## src/rtl/core/scse_pkg.sv

```systemverilog
package scse_pkg;

    localparam int QUEUE_DEPTH = 4;

    localparam logic [7:0] CHR_SPACE  = 8'h20;
    localparam logic [7:0] CHR_TAB    = 8'h09;
    localparam logic [7:0] CHR_FF     = 8'h0C;
    localparam logic [7:0] CHR_NL     = 8'h0A;
    localparam logic [7:0] CHR_HASH   = 8'h23;
    localparam logic [7:0] CHR_BSLASH = 8'h5C;
    localparam logic [7:0] CHR_QUOTE  = 8'h22;
    localparam logic [7:0] CHR_LOW_S  = 8'h73;
    localparam logic [7:0] CHR_LOW_N  = 8'h6E;

    localparam logic [2:0] WORD_LEN   = 3'd6;
    localparam logic [2:0] DEFINE_LEN = 3'd7;

    localparam logic [1:0] PHASE_NONE   = 2'd0;
    localparam logic [1:0] PHASE_DEFINE = 2'd1;
    localparam logic [1:0] PHASE_SOURCE = 2'd2;

    // One queued request: a fixed prefix followed by an optional escaped byte.
    typedef struct packed {
        logic       is_define;
        logic [2:0] pre_len;
        logic       has_byte;
        logic [7:0] data;
    } cmd_t;

    // Letters of "source", index 0 to 5.
    function automatic logic [7:0] src_char(input logic [2:0] idx);
        logic [7:0] ch;
        case (idx)
            3'd0: ch = 8'h73;
            3'd1: ch = 8'h6F;
            3'd2: ch = 8'h75;
            3'd3: ch = 8'h72;
            3'd4: ch = 8'h63;
            3'd5: ch = 8'h65;
            default: ch = 8'h00;
        endcase
        return ch;
    endfunction

    // Characters of "#define", index 0 to 6.
    function automatic logic [7:0] def_char(input logic [2:0] idx);
        logic [7:0] ch;
        case (idx)
            3'd0: ch = 8'h23;
            3'd1: ch = 8'h64;
            3'd2: ch = 8'h65;
            3'd3: ch = 8'h66;
            3'd4: ch = 8'h69;
            3'd5: ch = 8'h6E;
            3'd6: ch = 8'h65;
            default: ch = 8'h00;
        endcase
        return ch;
    endfunction

endpackage

```

## src/rtl/core/scse_fifo.sv

```systemverilog
module scse_fifo #(
    parameter int DEPTH = 4
) (
    input  logic           aclk,
    input  logic           aresetn,
    input  logic           push,
    input  scse_pkg::cmd_t push_cmd,
    input  logic           pop,
    output scse_pkg::cmd_t head_cmd,
    output logic           empty,
    output logic           full
);
    import scse_pkg::*;

    localparam int PW = (DEPTH > 1) ? $clog2(DEPTH) : 1;
    localparam int CW = $clog2(DEPTH + 1);

    cmd_t          entries_reg [DEPTH];
    logic [PW-1:0] wr_ptr_reg, wr_ptr_next;
    logic [PW-1:0] rd_ptr_reg, rd_ptr_next;
    logic [CW-1:0] count_reg, count_next;
    logic          do_push, do_pop;

    assign empty    = (count_reg == '0);
    assign full     = (count_reg == CW'(DEPTH));
    assign do_push  = push && !full;
    assign do_pop   = pop && !empty;
    assign head_cmd = entries_reg[rd_ptr_reg];

    always_comb begin
        wr_ptr_next = wr_ptr_reg;
        rd_ptr_next = rd_ptr_reg;
        count_next  = count_reg;
        if (do_push) begin
            wr_ptr_next = (wr_ptr_reg == PW'(DEPTH - 1)) ? '0 : wr_ptr_reg + 1'b1;
        end
        if (do_pop) begin
            rd_ptr_next = (rd_ptr_reg == PW'(DEPTH - 1)) ? '0 : rd_ptr_reg + 1'b1;
        end
        if (do_push && !do_pop) begin
            count_next = count_reg + 1'b1;
        end else if (do_pop && !do_push) begin
            count_next = count_reg - 1'b1;
        end
    end

    always_ff @(posedge aclk) begin
        if (!aresetn) begin
            wr_ptr_reg <= '0;
            rd_ptr_reg <= '0;
            count_reg  <= '0;
        end else begin
            wr_ptr_reg <= wr_ptr_next;
            rd_ptr_reg <= rd_ptr_next;
            count_reg  <= count_next;
        end
    end

    always_ff @(posedge aclk) begin
        if (do_push) begin
            entries_reg[wr_ptr_reg] <= push_cmd;
        end
    end

endmodule

```

## src/rtl/core/scse_front.sv

```systemverilog
module scse_front (
    input  logic           aclk,
    input  logic           aresetn,
    input  logic           s_tvalid,
    output logic           s_tready,
    input  logic [7:0]     s_tdata,
    input  logic           s_tlast,
    input  logic           drop_source,
    input  logic           queue_full,
    output logic           push,
    output scse_pkg::cmd_t push_cmd
);
    import scse_pkg::*;

    logic       at_line_start_reg, at_line_start_next;
    logic       in_comment_reg, in_comment_next;
    logic       swallow_reg, swallow_next;
    logic [1:0] phase_reg, phase_next;
    logic [2:0] count_reg, count_next;

    logic       accept;
    logic       emit;
    logic       do_classify;
    logic [2:0] src_len;
    cmd_t       cmd;

    assign s_tready = !queue_full;
    assign accept   = s_tvalid && s_tready;
    assign push     = accept && emit;
    assign push_cmd = cmd;
    assign src_len  = (count_reg > WORD_LEN) ? WORD_LEN : count_reg;

    always_comb begin
        at_line_start_next = at_line_start_reg;
        in_comment_next    = in_comment_reg;
        swallow_next       = swallow_reg;
        phase_next         = phase_reg;
        count_next         = count_reg;
        emit               = 1'b0;
        do_classify        = 1'b0;
        cmd                = '0;
        cmd.data           = s_tdata;

        if (s_tlast) begin
            if (phase_reg == PHASE_SOURCE) begin
                emit        = 1'b1;
                cmd.pre_len = src_len;
            end
            at_line_start_next = 1'b1;
            in_comment_next    = 1'b0;
            swallow_next       = 1'b0;
            phase_next         = PHASE_NONE;
            count_next         = '0;
        end else if (swallow_reg) begin
            swallow_next = 1'b0;
        end else if (phase_reg == PHASE_DEFINE) begin
            if (count_reg < WORD_LEN && s_tdata == def_char(count_reg + 3'd1)) begin
                count_next = count_reg + 3'd1;
                if (count_next == WORD_LEN) begin
                    emit               = 1'b1;
                    cmd.is_define      = 1'b1;
                    cmd.pre_len        = DEFINE_LEN;
                    at_line_start_next = 1'b0;
                    phase_next         = PHASE_NONE;
                    count_next         = '0;
                end
            end else begin
                phase_next      = PHASE_NONE;
                count_next      = '0;
                in_comment_next = 1'b1;
                do_classify     = 1'b1;
            end
        end else if (phase_reg == PHASE_SOURCE) begin
            if (count_reg < WORD_LEN && s_tdata == src_char(count_reg)) begin
                count_next = count_reg + 3'd1;
            end else if (count_reg >= WORD_LEN
                         && (s_tdata == CHR_SPACE || s_tdata == CHR_TAB)) begin
                in_comment_next = 1'b1;
                phase_next      = PHASE_NONE;
                count_next      = '0;
            end else begin
                // The prefix goes out and the breaking byte follows it unclassified.
                emit               = 1'b1;
                cmd.pre_len        = src_len;
                cmd.has_byte       = 1'b1;
                at_line_start_next = 1'b0;
                phase_next         = PHASE_NONE;
                count_next         = '0;
            end
        end else begin
            phase_next  = PHASE_NONE;
            do_classify = 1'b1;
        end

        if (do_classify) begin
            cmd.has_byte = 1'b1;
            case (s_tdata)
                CHR_SPACE, CHR_TAB, CHR_FF: begin
                    emit = !(at_line_start_next || in_comment_next);
                end
                CHR_HASH: begin
                    if (at_line_start_next) begin
                        phase_next = PHASE_DEFINE;
                        count_next = '0;
                    end else begin
                        emit = !in_comment_next;
                    end
                end
                CHR_NL: begin
                    at_line_start_next = 1'b1;
                    if (in_comment_next) begin
                        in_comment_next = 1'b0;
                    end else begin
                        emit = 1'b1;
                    end
                end
                CHR_BSLASH: begin
                    if (in_comment_next) begin
                        swallow_next = 1'b1;
                    end else begin
                        emit = 1'b1;
                    end
                end
                CHR_LOW_S: begin
                    if (!in_comment_next) begin
                        if (at_line_start_next && drop_source) begin
                            phase_next = PHASE_SOURCE;
                            count_next = 3'd1;
                        end else begin
                            at_line_start_next = 1'b0;
                            emit               = 1'b1;
                        end
                    end
                end
                default: begin
                    at_line_start_next = 1'b0;
                    emit               = !in_comment_next;
                end
            endcase
        end
    end

    always_ff @(posedge aclk) begin
        if (!aresetn) begin
            at_line_start_reg <= 1'b1;
            in_comment_reg    <= 1'b0;
            swallow_reg       <= 1'b0;
            phase_reg         <= PHASE_NONE;
            count_reg         <= '0;
        end else if (accept) begin
            at_line_start_reg <= at_line_start_next;
            in_comment_reg    <= in_comment_next;
            swallow_reg       <= swallow_next;
            phase_reg         <= phase_next;
            count_reg         <= count_next;
        end
    end

endmodule

```

## src/rtl/core/scse_back.sv

```systemverilog
module scse_back (
    input  logic           aclk,
    input  logic           aresetn,
    input  logic           escape_en,
    input  logic           queue_empty,
    input  scse_pkg::cmd_t head_cmd,
    output logic           pop,
    output logic           m_tvalid,
    input  logic           m_tready,
    output logic [7:0]     m_tdata,
    output logic           m_tlast
);
    import scse_pkg::*;

    cmd_t       cur_cmd_reg;
    logic       cur_valid_reg, cur_valid_next;
    logic [3:0] pos_reg, pos_next;
    logic       out_valid_reg, out_valid_next;
    logic [7:0] out_data_reg;
    logic       out_last_reg;

    logic       esc_pair;
    logic       esc_nl;
    logic [2:0] esc_len;
    logic [3:0] total;
    logic [1:0] esc_idx;
    logic       is_last;
    logic       advance;
    logic [7:0] ch;

    assign esc_pair = escape_en && (cur_cmd_reg.data == CHR_BSLASH
                                    || cur_cmd_reg.data == CHR_QUOTE);
    assign esc_nl   = escape_en && (cur_cmd_reg.data == CHR_NL);
    assign esc_len  = !cur_cmd_reg.has_byte ? 3'd0 :
                      esc_nl                ? 3'd4 :
                      esc_pair              ? 3'd2 : 3'd1;
    assign total    = {1'b0, cur_cmd_reg.pre_len} + {1'b0, esc_len};
    assign is_last  = (pos_reg == total - 4'd1);
    assign esc_idx  = 2'(pos_reg - {1'b0, cur_cmd_reg.pre_len});
    assign advance  = cur_valid_reg && (!out_valid_reg || m_tready);
    assign pop      = !queue_empty && (!cur_valid_reg || (advance && is_last));

    always_comb begin
        if (pos_reg < {1'b0, cur_cmd_reg.pre_len}) begin
            ch = cur_cmd_reg.is_define ? def_char(pos_reg[2:0]) : src_char(pos_reg[2:0]);
        end else if (esc_nl) begin
            case (esc_idx)
                2'd0: ch = CHR_BSLASH;
                2'd1: ch = CHR_LOW_N;
                2'd2: ch = CHR_BSLASH;
                default: ch = CHR_NL;
            endcase
        end else if (esc_pair && esc_idx == 2'd0) begin
            ch = CHR_BSLASH;
        end else begin
            ch = cur_cmd_reg.data;
        end
    end

    always_comb begin
        cur_valid_next = cur_valid_reg;
        pos_next       = pos_reg;
        out_valid_next = out_valid_reg;
        if (m_tready) begin
            out_valid_next = 1'b0;
        end
        if (advance) begin
            out_valid_next = 1'b1;
            pos_next       = pos_reg + 4'd1;
            if (is_last) begin
                cur_valid_next = 1'b0;
            end
        end
        if (pop) begin
            cur_valid_next = 1'b1;
            pos_next       = '0;
        end
    end

    always_ff @(posedge aclk) begin
        if (!aresetn) begin
            cur_valid_reg <= 1'b0;
            pos_reg       <= '0;
            out_valid_reg <= 1'b0;
        end else begin
            cur_valid_reg <= cur_valid_next;
            pos_reg       <= pos_next;
            out_valid_reg <= out_valid_next;
        end
    end

    always_ff @(posedge aclk) begin
        if (pop) begin
            cur_cmd_reg <= head_cmd;
        end
        if (advance) begin
            out_data_reg <= ch;
            out_last_reg <= is_last;
        end
    end

    assign m_tvalid = out_valid_reg;
    assign m_tdata  = out_data_reg;
    assign m_tlast  = out_last_reg;

endmodule

```

## src/rtl/core/script_comment_strip_escaper.sv

```systemverilog
// Script comment stripper and C-string escaper.
// Input stream: one script byte per request on s_tdata; s_tlast marks end of
// stream, which flushes a pending "source" prefix and returns the parser to
// the start of a line (s_tdata is ignored on that request).
// Output stream: escaped bytes on m_tdata; m_tlast is high on the final byte
// produced by one input request. A request may produce no bytes at all.
// Registers (APB): 0x0 bit 0 drops "source" lines, 0x4 bit 0 enables escaping.
// Both read back and reset to 1; write them only while the block is idle.
// The front end accepts one request per cycle while the command queue has
// room, so s_tready stays high as long as output keeps up.
// The back end sends one byte per cycle while m_tready is high; a request
// expands to 0 to 10 bytes, which sets the sustained input rate. With nothing
// queued ahead of it, the first byte of a request passes the queue write, the
// expander load and the output register before it is on m_tdata.
// When the receiver stalls, the output register holds its byte, the queue
// fills, and s_tready drops once QUEUE_DEPTH commands are waiting.
// Reset clears parser state and queue and sets both registers to 1.
module script_comment_strip_escaper #(
    parameter int QUEUE_DEPTH = scse_pkg::QUEUE_DEPTH
) (
    input  logic        aclk,
    input  logic        aresetn,
    input  logic        s_tvalid,
    output logic        s_tready,
    input  logic [7:0]  s_tdata,    // [7:0] in_byte
    input  logic        s_tlast,
    output logic        m_tvalid,
    input  logic        m_tready,
    output logic [7:0]  m_tdata,    // [7:0] out_byte
    output logic        m_tlast,
    input  logic        psel,
    input  logic        penable,
    input  logic        pwrite,
    input  logic [2:0]  paddr,
    input  logic [31:0] pwdata,
    output logic [31:0] prdata,
    output logic        pready
);
    import scse_pkg::*;

    logic drop_source_reg;
    logic escape_en_reg;
    logic cfg_write;
    logic push, pop, queue_empty, queue_full;
    cmd_t push_cmd, head_cmd;

    assign pready    = 1'b1;
    assign cfg_write = psel && penable && pwrite && pready;
    assign prdata    = paddr[2] ? {31'b0, escape_en_reg} : {31'b0, drop_source_reg};

    always_ff @(posedge aclk) begin
        if (!aresetn) begin
            drop_source_reg <= 1'b1;
            escape_en_reg   <= 1'b1;
        end else if (cfg_write) begin
            if (paddr[2]) begin
                escape_en_reg <= pwdata[0];
            end else begin
                drop_source_reg <= pwdata[0];
            end
        end
    end

    scse_front u_front (
        .aclk        (aclk),
        .aresetn     (aresetn),
        .s_tvalid    (s_tvalid),
        .s_tready    (s_tready),
        .s_tdata     (s_tdata),
        .s_tlast     (s_tlast),
        .drop_source (drop_source_reg),
        .queue_full  (queue_full),
        .push        (push),
        .push_cmd    (push_cmd)
    );

    scse_fifo #(
        .DEPTH (QUEUE_DEPTH)
    ) u_fifo (
        .aclk     (aclk),
        .aresetn  (aresetn),
        .push     (push),
        .push_cmd (push_cmd),
        .pop      (pop),
        .head_cmd (head_cmd),
        .empty    (queue_empty),
        .full     (queue_full)
    );

    scse_back u_back (
        .aclk        (aclk),
        .aresetn     (aresetn),
        .escape_en   (escape_en_reg),
        .queue_empty (queue_empty),
        .head_cmd    (head_cmd),
        .pop         (pop),
        .m_tvalid    (m_tvalid),
        .m_tready    (m_tready),
        .m_tdata     (m_tdata),
        .m_tlast     (m_tlast)
    );

endmodule

```

## config.mk

```make
export PLATFORM = sky130hd
export DESIGN_NAME = script_comment_strip_escaper
export DESIGN_NICKNAME = d
export VERILOG_FILES = /design/src/rtl/core/scse_pkg.sv /design/src/rtl/core/scse_fifo.sv /design/src/rtl/core/scse_front.sv /design/src/rtl/core/scse_back.sv /design/src/rtl/core/script_comment_strip_escaper.sv
export SDC_FILE = /design/constraint.sdc
export NUM_CORES = 1
export LEC_CHECK = 0
export BUFFER_PORTS_ARGS = -buffer_cell sky130_fd_sc_hd__buf_4
export CORE_MARGIN = 2
export CORE_UTILIZATION = 51
export CTS_CLUSTER_DIAMETER = 150
export DETAILED_ROUTE_END_ITERATION = 7
export PLACE_DENSITY = 0.76
export SLEW_MARGIN = 30
export SYNTH_ARGS = -nofsm -noshare
export SYNTH_HDL_FRONTEND = slang
export SYNTH_SLANG_ARGS = --single-unit
```

## constraint.sdc

```tcl
create_clock -name aclk -period 4.65 [get_ports aclk]
set_clock_uncertainty 0.2 [all_clocks]
set_input_delay 0.6975 -clock aclk [delete_from_list [all_inputs] [get_ports aclk]]
set_output_delay 0.6975 -clock aclk [all_outputs]
set_load 0.01 [all_outputs]
```

; ---- Word level (Yosys, flattened, before mapping)
; Memories as Yosys holds them, arrays and structs flattened. A register that Yosys moved wholly into a read port is not among the register bits.
; Cells that the tools add are included.
[totals]
mem_count = 1
ramBits = 52
output_inout_bits = 44
register_bits = 32
in_bits = 51
elab_cells = 232
[mem_list]
columns = name, words, word_bits, read_ports, rd_ports_with_merged_regs, write_ports, line
row1 = u_fifo.entries_reg, 4, 13, 1, 1, 1, scse_fifo.sv:18  ; cmd_t entries_reg [DEPTH];
[classes]
n_eq_ne = 37
n_addsub = 9
n_bitwise = 2
n_lt_le_gt_ge = 4
reduce_logical = 50
muxes = 114
[op_table]
columns = operator, n
row1 = one-hot mux 7 bit (6 select lines), 4
row2 = two-way mux 8 bit, 10
row3 = two-way mux 3 bit, 19
row4 = two-way mux 1 bit, 55
row5 = "== test 8 x 4 -> 1 bit, second input constant", 4
row6 = two-way mux 2 bit, 14
row7 = "== test 3 bit, second input constant", 9
row8 = "== test 8 x 6 -> 1 bit, second input constant", 3
row9 = "== test 8 x 7 -> 1 bit, second input constant", 3
row10 = two-way mux 4 bit, 5
row11 = "== test 3 x 2 -> 1 bit, second input constant", 6
row12 = logical AND 1 bit, 18
row13 = == test 8 bit, 2
row14 = one-hot mux 7 bit (2 select lines), 1
row15 = zero test 3 bit, 4
row16 = OR reduction 2 bit, 5
row17 = "== test 3 x 1 -> 1 bit, second input constant", 3
row18 = "== test 2 bit, second input constant", 4
row19 = zero test 1 bit, 8
row20 = nonzero test 2 bit, 4
row21 = two-way mux 7 bit, 1
row22 = "adder 3 x 1 -> 3 bit, second input constant", 2
row23 = one-hot mux 3 bit (2 select lines), 1
row24 = AND reduction 2 bit, 3
row25 = 21 further kinds, 28

; ---- Longest topological paths before layout
[depth]
depth_word = 24
mapped_depth = 20

; ---- Cells and area by module
; A second synthesis with hierarchy kept.
[hier_totals]
hier_cells = 499
area_unflattened_um2 = 5810.6
[modules_own_cells]
columns = module, seq_area_each_um2, instances, cells_each, area_per_inst_um2
row1 = scse_fifo, 1741.7, 1, 118, 2398.6
row2 = scse_back, 780.7, 1, 133, 1550.2
row3 = scse_front, 160.2, 1, 204, 1508.9
row4 = script_comment_strip_escaper, 40.0, 1, 44, 352.8

; ---- Worst setup path before layout
; No wires, ideal clock.
[synth_path]
path_type = flip-flop to flip-flop
startpoint = register, netlist name u_back.cur_cmd_reg[2]
endpoint = register u_fifo.count_reg[2]
period_less_slack_ns = 5.058
setup_slack_ns = -0.408
arrival_time_ns = 4.783
t_required_ns = 4.374
setup_ns = 0.076
n_path_buf = 0
path_stages_with_launch = 21
cell_sequence = edfxtp_1 -> or4b_2 -> nor3_1 -> nor3b_1 -> o21ai_0 -> or3b_2 -> ha_1 -> inv_1 -> ha_1 -> fa_1 -> xor2_1 -> xnor2_1 -> nand4_1 -> o21ai_0 -> o31ai_1 -> ha_1 -> inv_1 -> fa_1 -> xor2_1 -> or3_1 -> a21boi_0
[synth_via]
elab_chain_len = 16
word_cells_on_any_way = 21
classes_between = add/sub (2) / eq/ne (4) / mux (4) / reduce/logical (11)
[synth_lines]
columns = element, line
row1 = == test 8 x 7 -> 1 bit / == test 8 x 6 -> 1 bit (equally long branches), "scse_back.sv:31, scse_back.sv:32"
row2 = logical OR 1 bit, scse_back.sv:32  ; || cur_cmd_reg.data == CHR_QUOTE);
row3 = logical AND 1 bit, scse_back.sv:31  ; assign esc_pair = escape_en && (cur_cmd_reg.data == CHR_BSLASH
row4 = two-way mux 2 bit, scse_back.sv:36  ; esc_pair ? 3'd2 : 3'd1;
row5 = two-way mux 3 bit (*), scse_back.sv:35  ; esc_nl ? 3'd4 :
row6 = two-way mux 3 bit (*), scse_back.sv:34  ; assign esc_len = !cur_cmd_reg.has_byte ? 3'd0 :
row7 = adder 3 x 3 -> 4 bit (*), scse_back.sv:37  ; assign total = {1'b0, cur_cmd_reg.pre_len} + {1'b0, esc_len};
row8 = subtractor 4 x 1 -> 4 bit (*), scse_back.sv:38  ; assign is_last = (pos_reg == total - 4'd1);
row9 = == test 4 bit (*), scse_back.sv:38
row10 = logical AND 1 bit (*), scse_back.sv:41  ; assign pop = !queue_empty && (!cur_valid_reg || (advance && is_last));
row11 = logical OR 1 bit (*), scse_back.sv:41
row12 = logical AND 1 bit (*), scse_back.sv:41
row13 = logical AND 1 bit (*), scse_fifo.sv:27  ; assign do_pop = pop && !empty;
row14 = zero test 1 bit, scse_fifo.sv:40  ; if (do_push && !do_pop) begin
row15 = logical AND 1 bit, scse_fifo.sv:40
row16 = two-way mux 3 bit / nonzero test 2 bit (equally long branches), -
row17 = to (signal assigned), scse_fifo.sv:55  ; count_reg <= count_next;
row18 = to (decl), scse_fifo.sv:21  ; logic [CW-1:0] count_reg, count_next;
; Every way passes the cells marked *; elsewhere a longest branch is shown, timed or not.
; A chain may end at the register's enable or synchronous reset.

; ---- Worst setup path in the final report
[layout_path]
startpoint = register, netlist name u_back.cur_cmd_reg[4]
endpoint = register u_fifo.count_reg[2]
[layout_via]
elab_chain_len = 16
word_cells_on_any_way = 21
classes_between = add/sub (2) / eq/ne (4) / mux (4) / reduce/logical (11)
[layout_lines]
columns = element, line
row1 = == test 8 x 7 -> 1 bit / == test 8 x 6 -> 1 bit (equally long branches), "scse_back.sv:31, scse_back.sv:32"
row2 = logical OR 1 bit, scse_back.sv:32
row3 = logical AND 1 bit, scse_back.sv:31
row4 = two-way mux 2 bit, scse_back.sv:36
row5 = two-way mux 3 bit (*), scse_back.sv:35
row6 = two-way mux 3 bit (*), scse_back.sv:34
row7 = adder 3 x 3 -> 4 bit (*), scse_back.sv:37
row8 = subtractor 4 x 1 -> 4 bit (*), scse_back.sv:38
row9 = == test 4 bit (*), scse_back.sv:38
row10 = logical AND 1 bit (*), scse_back.sv:41
row11 = logical OR 1 bit (*), scse_back.sv:41
row12 = logical AND 1 bit (*), scse_back.sv:41
row13 = logical AND 1 bit (*), scse_fifo.sv:27
row14 = zero test 1 bit, scse_fifo.sv:40
row15 = logical AND 1 bit, scse_fifo.sv:40
row16 = two-way mux 3 bit / nonzero test 2 bit (equally long branches), -
; Marked as above.

==> impl_metrics.ini <==
[worst_hold_path]
min_path_cells = 2
min_path_type = reg -> reg

[pwr]
switching_share_pct = 33.81
power.density_mw_per_mm2 = 478.4
peakVddDrop_mv = 0.2320
intPower_mw = 1.941
pwr-share-seq_pct = 44.6
power.share.clock_pct = 17.9
leakage_nw = 2.268
pwr-share-comb_pct = 37.5
p_switching_mw = 0.9913

[placement]
place.detailed.hpwl_mm = 7.633
io_buffers = 29
dp_slack_ps = -151.1
routabilityCongestion = 0.8643
dp_cells = 649

[finish]
fillers = 893
area_growth_pct = 9.475
register_area_mm2 = 0.002684
drive_above_1_share_pct = 20.68
multi_input_area_mm2 = 0.002654
mostFrequentLayoutCells = edfxtp_1 (74), buf_4 (41), nor2_1 (32), conb_1 (32), nand2_1 (26)
largest_reg_flops = 52
fin_nets = 601
stdcell_count = 667
antennaDiodeCount = 0
layout_commonest_cell = edfxtp_1

[timing]
relSlewSlack_pct = 40.68
worst_pin_slew_ps = 884.5
setup_viol = 1
min_period_ps = 4694
fin_crit_sh_pct = 101.0
hold_viol = 0
slew_violations = 0
rsz0062_at_grt = true
timing.setup.tns_ps = -44.27
fmax_mhz = 213.0
setup_ws_ps = -44.27

[floorplan]
die_h_um = 108.8
core_mm2 = 0.01079
num_rows = 38
dieArea_mm2 = 0.01183
start_util_pct = 51.88
die_w_um = 108.8
ioPinCount = 95

[cts]
ctsHoldBuffers = 0
clock-sinks = 97
cts_tree = done
cts_buffer_depth = 2
cts_inserted_buffers = 9
cts-root-buf = clkbuf_8
clk_latency_ps = 360
htree_num_levels = 3
clkTransAtPathRegs_ps = 80

[setup_path]
crit_path_top_delay_cell = or4b_4
worstSetupPathType = reg -> reg
path_cells = or4b_4 > nor3_4 > nor3b_4 > o21ai_2 > or3b_4 > ha_4 > inv_2 > ha_4 > fa_2 > xor2_2 > xnor2_1 > nand4_1 > o21ai_2 > o31ai_4 > ha_2 > inv_2 > fa_2 > xor2_1 > or3_1 > a21boi_1
rr_worst_depth = 20
crit_path_start_kind = flop
worst-endpoint-arrival_ps = 4780
cp_slowest_stage_delay_ps = 560
worst-path-max-fanout = 2
cp.required_ps = 4730
cp-end-kind = flop

[global_route]
grt_pass1_vias = 3654
grt_max_degree = 24
antenna_found_initial = 0
grt_overflow_total = 0
grtUsageTotal_pct = 18.79
grt_pass1_wl_mm = 17.16

[yosys]
synth_top_area_share_pct = 39.69
synthCells = 491
yosysSeqAreaShare_pct = 47.91
synth_ff_type = edfxtp_1
synth_cell_types = 78
ys_seq_elements = 97
ys_top_cells_by_area = edfxtp_1 (40%), dfxtp_1 (8.2%), ha_1 (5.6%)
synth_area_per_cell_um2 = 11.40
synth_top_area_cell = edfxtp_1
async_reset_ff_share_pct = 0
syn_area_mm2 = 0.005599
synth-warning-count = 0
synth_edf_count = 74

[routing]
wl_met2_mm = 5.647
dr_total_vias = 3724
ant_nets = 0
routed.top_layer = met4
viasPerCell = 5.583
wl_mm = 10.53
met3_length_um = 293
wl_met1_mm = 4.368
drc = 0
drtIter0Drc = 225
wl_per_cell_um = 15.79
dr.pass1.iters = 4

[outcome]
outcome = finished, violations left
violations = negative setup slack

[run]
drv_cap = 0
==> metrics by stage <==
stage / cell area [µm²] / util [%] / hold WS, ps / power, mW
after detailed placement: 5871 / 54.39 / 270.8 / 2.365
final: 6130 / 56.79 / 302.1 / 2.932
after global placement: 5868 / 54.37 / 264.3 / 2.297
after CTS: 6077 / 56.31 / 310.9 / 2.904
after global routing: 6130 / 56.79 / 346.8 / 3.133
after floorplan: 5747 / - / 251.4 / 2.040
==> kinds of logic (layout without fill, tap and decap cells) <==
family | after synthesis | after routing | synth area share [%]
muxes | 22 | 22 | 6.860
buffers and inverters | 79 | 85 | 8.357
xor gates and xnor gates | 16 | 16 | 2.503
adders and majority gates | 28 | 28 | 6.659
AOI/OAI and AO/OA | 101 | 101 | 13.23
and+or+nand+nor | 146 | 146 | 14.35
other | 2 | 32 | 0.1341
DFF | 97 | 97 | 47.91
==> what timing repair did <==
action,CTS,global route
gates resized for setup,1,7
pin swaps,7,4
setup buffers,2,0
endpoints found under the setup margin,2,2
endpoints found under the hold margin,0,0
==> critical path: cells and delay by family (launching register included) <==
family / cells / cell delay (ps)
AND/OR/NAND/NOR: 6 / 1760
adder cells (fa/ha/maj): 5 / 1360
XOR/XNOR: 3 / 450
flip-flops: 1 / 390
AO/OA/AOI/OAI: 4 / 360
buffers and inverters: 2 / 80
==> area by class of cell <==
class,instances,share of cell area [%]
clock buffer,11,2.143
clock inverter,5,0.9186
inverter,27,1.653
timing repair buffer,42,5.348
tap,140,2.858
multi-input combinational,345,43.29
sequential,97,43.78
==> synthesized netlist by cell type (3+ instances only) <==
| cell | count |
|---|---|
| edfxtp_1 | 74 |
| buf_4 | 35 |
| nor2_1 | 32 |
| inv_1 | 27 |
| nand2_1 | 26 |
| ha_1 | 25 |
| dfxtp_1 | 23 |
| a21oi_1 | 18 |
| o21ai_0 | 17 |
| mux4_2 | 13 |
| clkbuf_1 | 10 |
| nand3_1 | 10 |
| nor3_1 | 10 |
| xnor2_1 | 10 |
| nand2b_1 | 9 |
| a21boi_0 | 8 |
| a31oi_1 | 8 |
| and2_1 | 8 |
| mux2i_1 | 8 |
| or3_1 | 8 |
| nor2b_1 | 7 |
| xor2_1 | 6 |
| a21o_1 | 5 |
| nand3b_1 | 5 |
| nand4_1 | 5 |
| and3_1 | 4 |
| buf_6 | 4 |
| o21a_1 | 4 |
| o22ai_1 | 4 |
| a211o_1 | 3 |
| a311oi_1 | 3 |
| fa_1 | 3 |
| o21bai_1 | 3 |
==> per-layer routing <==
metal,global-route usage (%),up-vias
met5,0,-
met4,8.150,0
met3,3.586,19
met2,33.93,82
met1,21.66,1813
li1,-,1810
==> final timing paths <==
| kind | startpoint | endpoint | slack [ps] |
|---|---|---|---|
| worst min register to register | u_fifo.wr_ptr_reg[1] | u_fifo.wr_ptr_reg[1] | 300 |
| worst min-delay path | u_fifo.wr_ptr_reg[1] | u_fifo.wr_ptr_reg[1] | 300 |
| worst max-delay path | u_back.cur_cmd_reg[4] | u_fifo.count_reg[2] | -40 |
| worst max register to register | u_back.cur_cmd_reg[4] | u_fifo.count_reg[2] | -40 |
==> power by group through the flow <==
stage	registers (mW)	clock network, mW	logic (mW)
detailed placement	1.32	0	1.04
global placement	1.31	0	0.987
global route	1.34	0.574	1.22
finish	1.31	0.525	1.10
CTS	1.30	0.539	1.06
floorplan	1.27	0	0.767
Power figures use the tool's default switching activity.
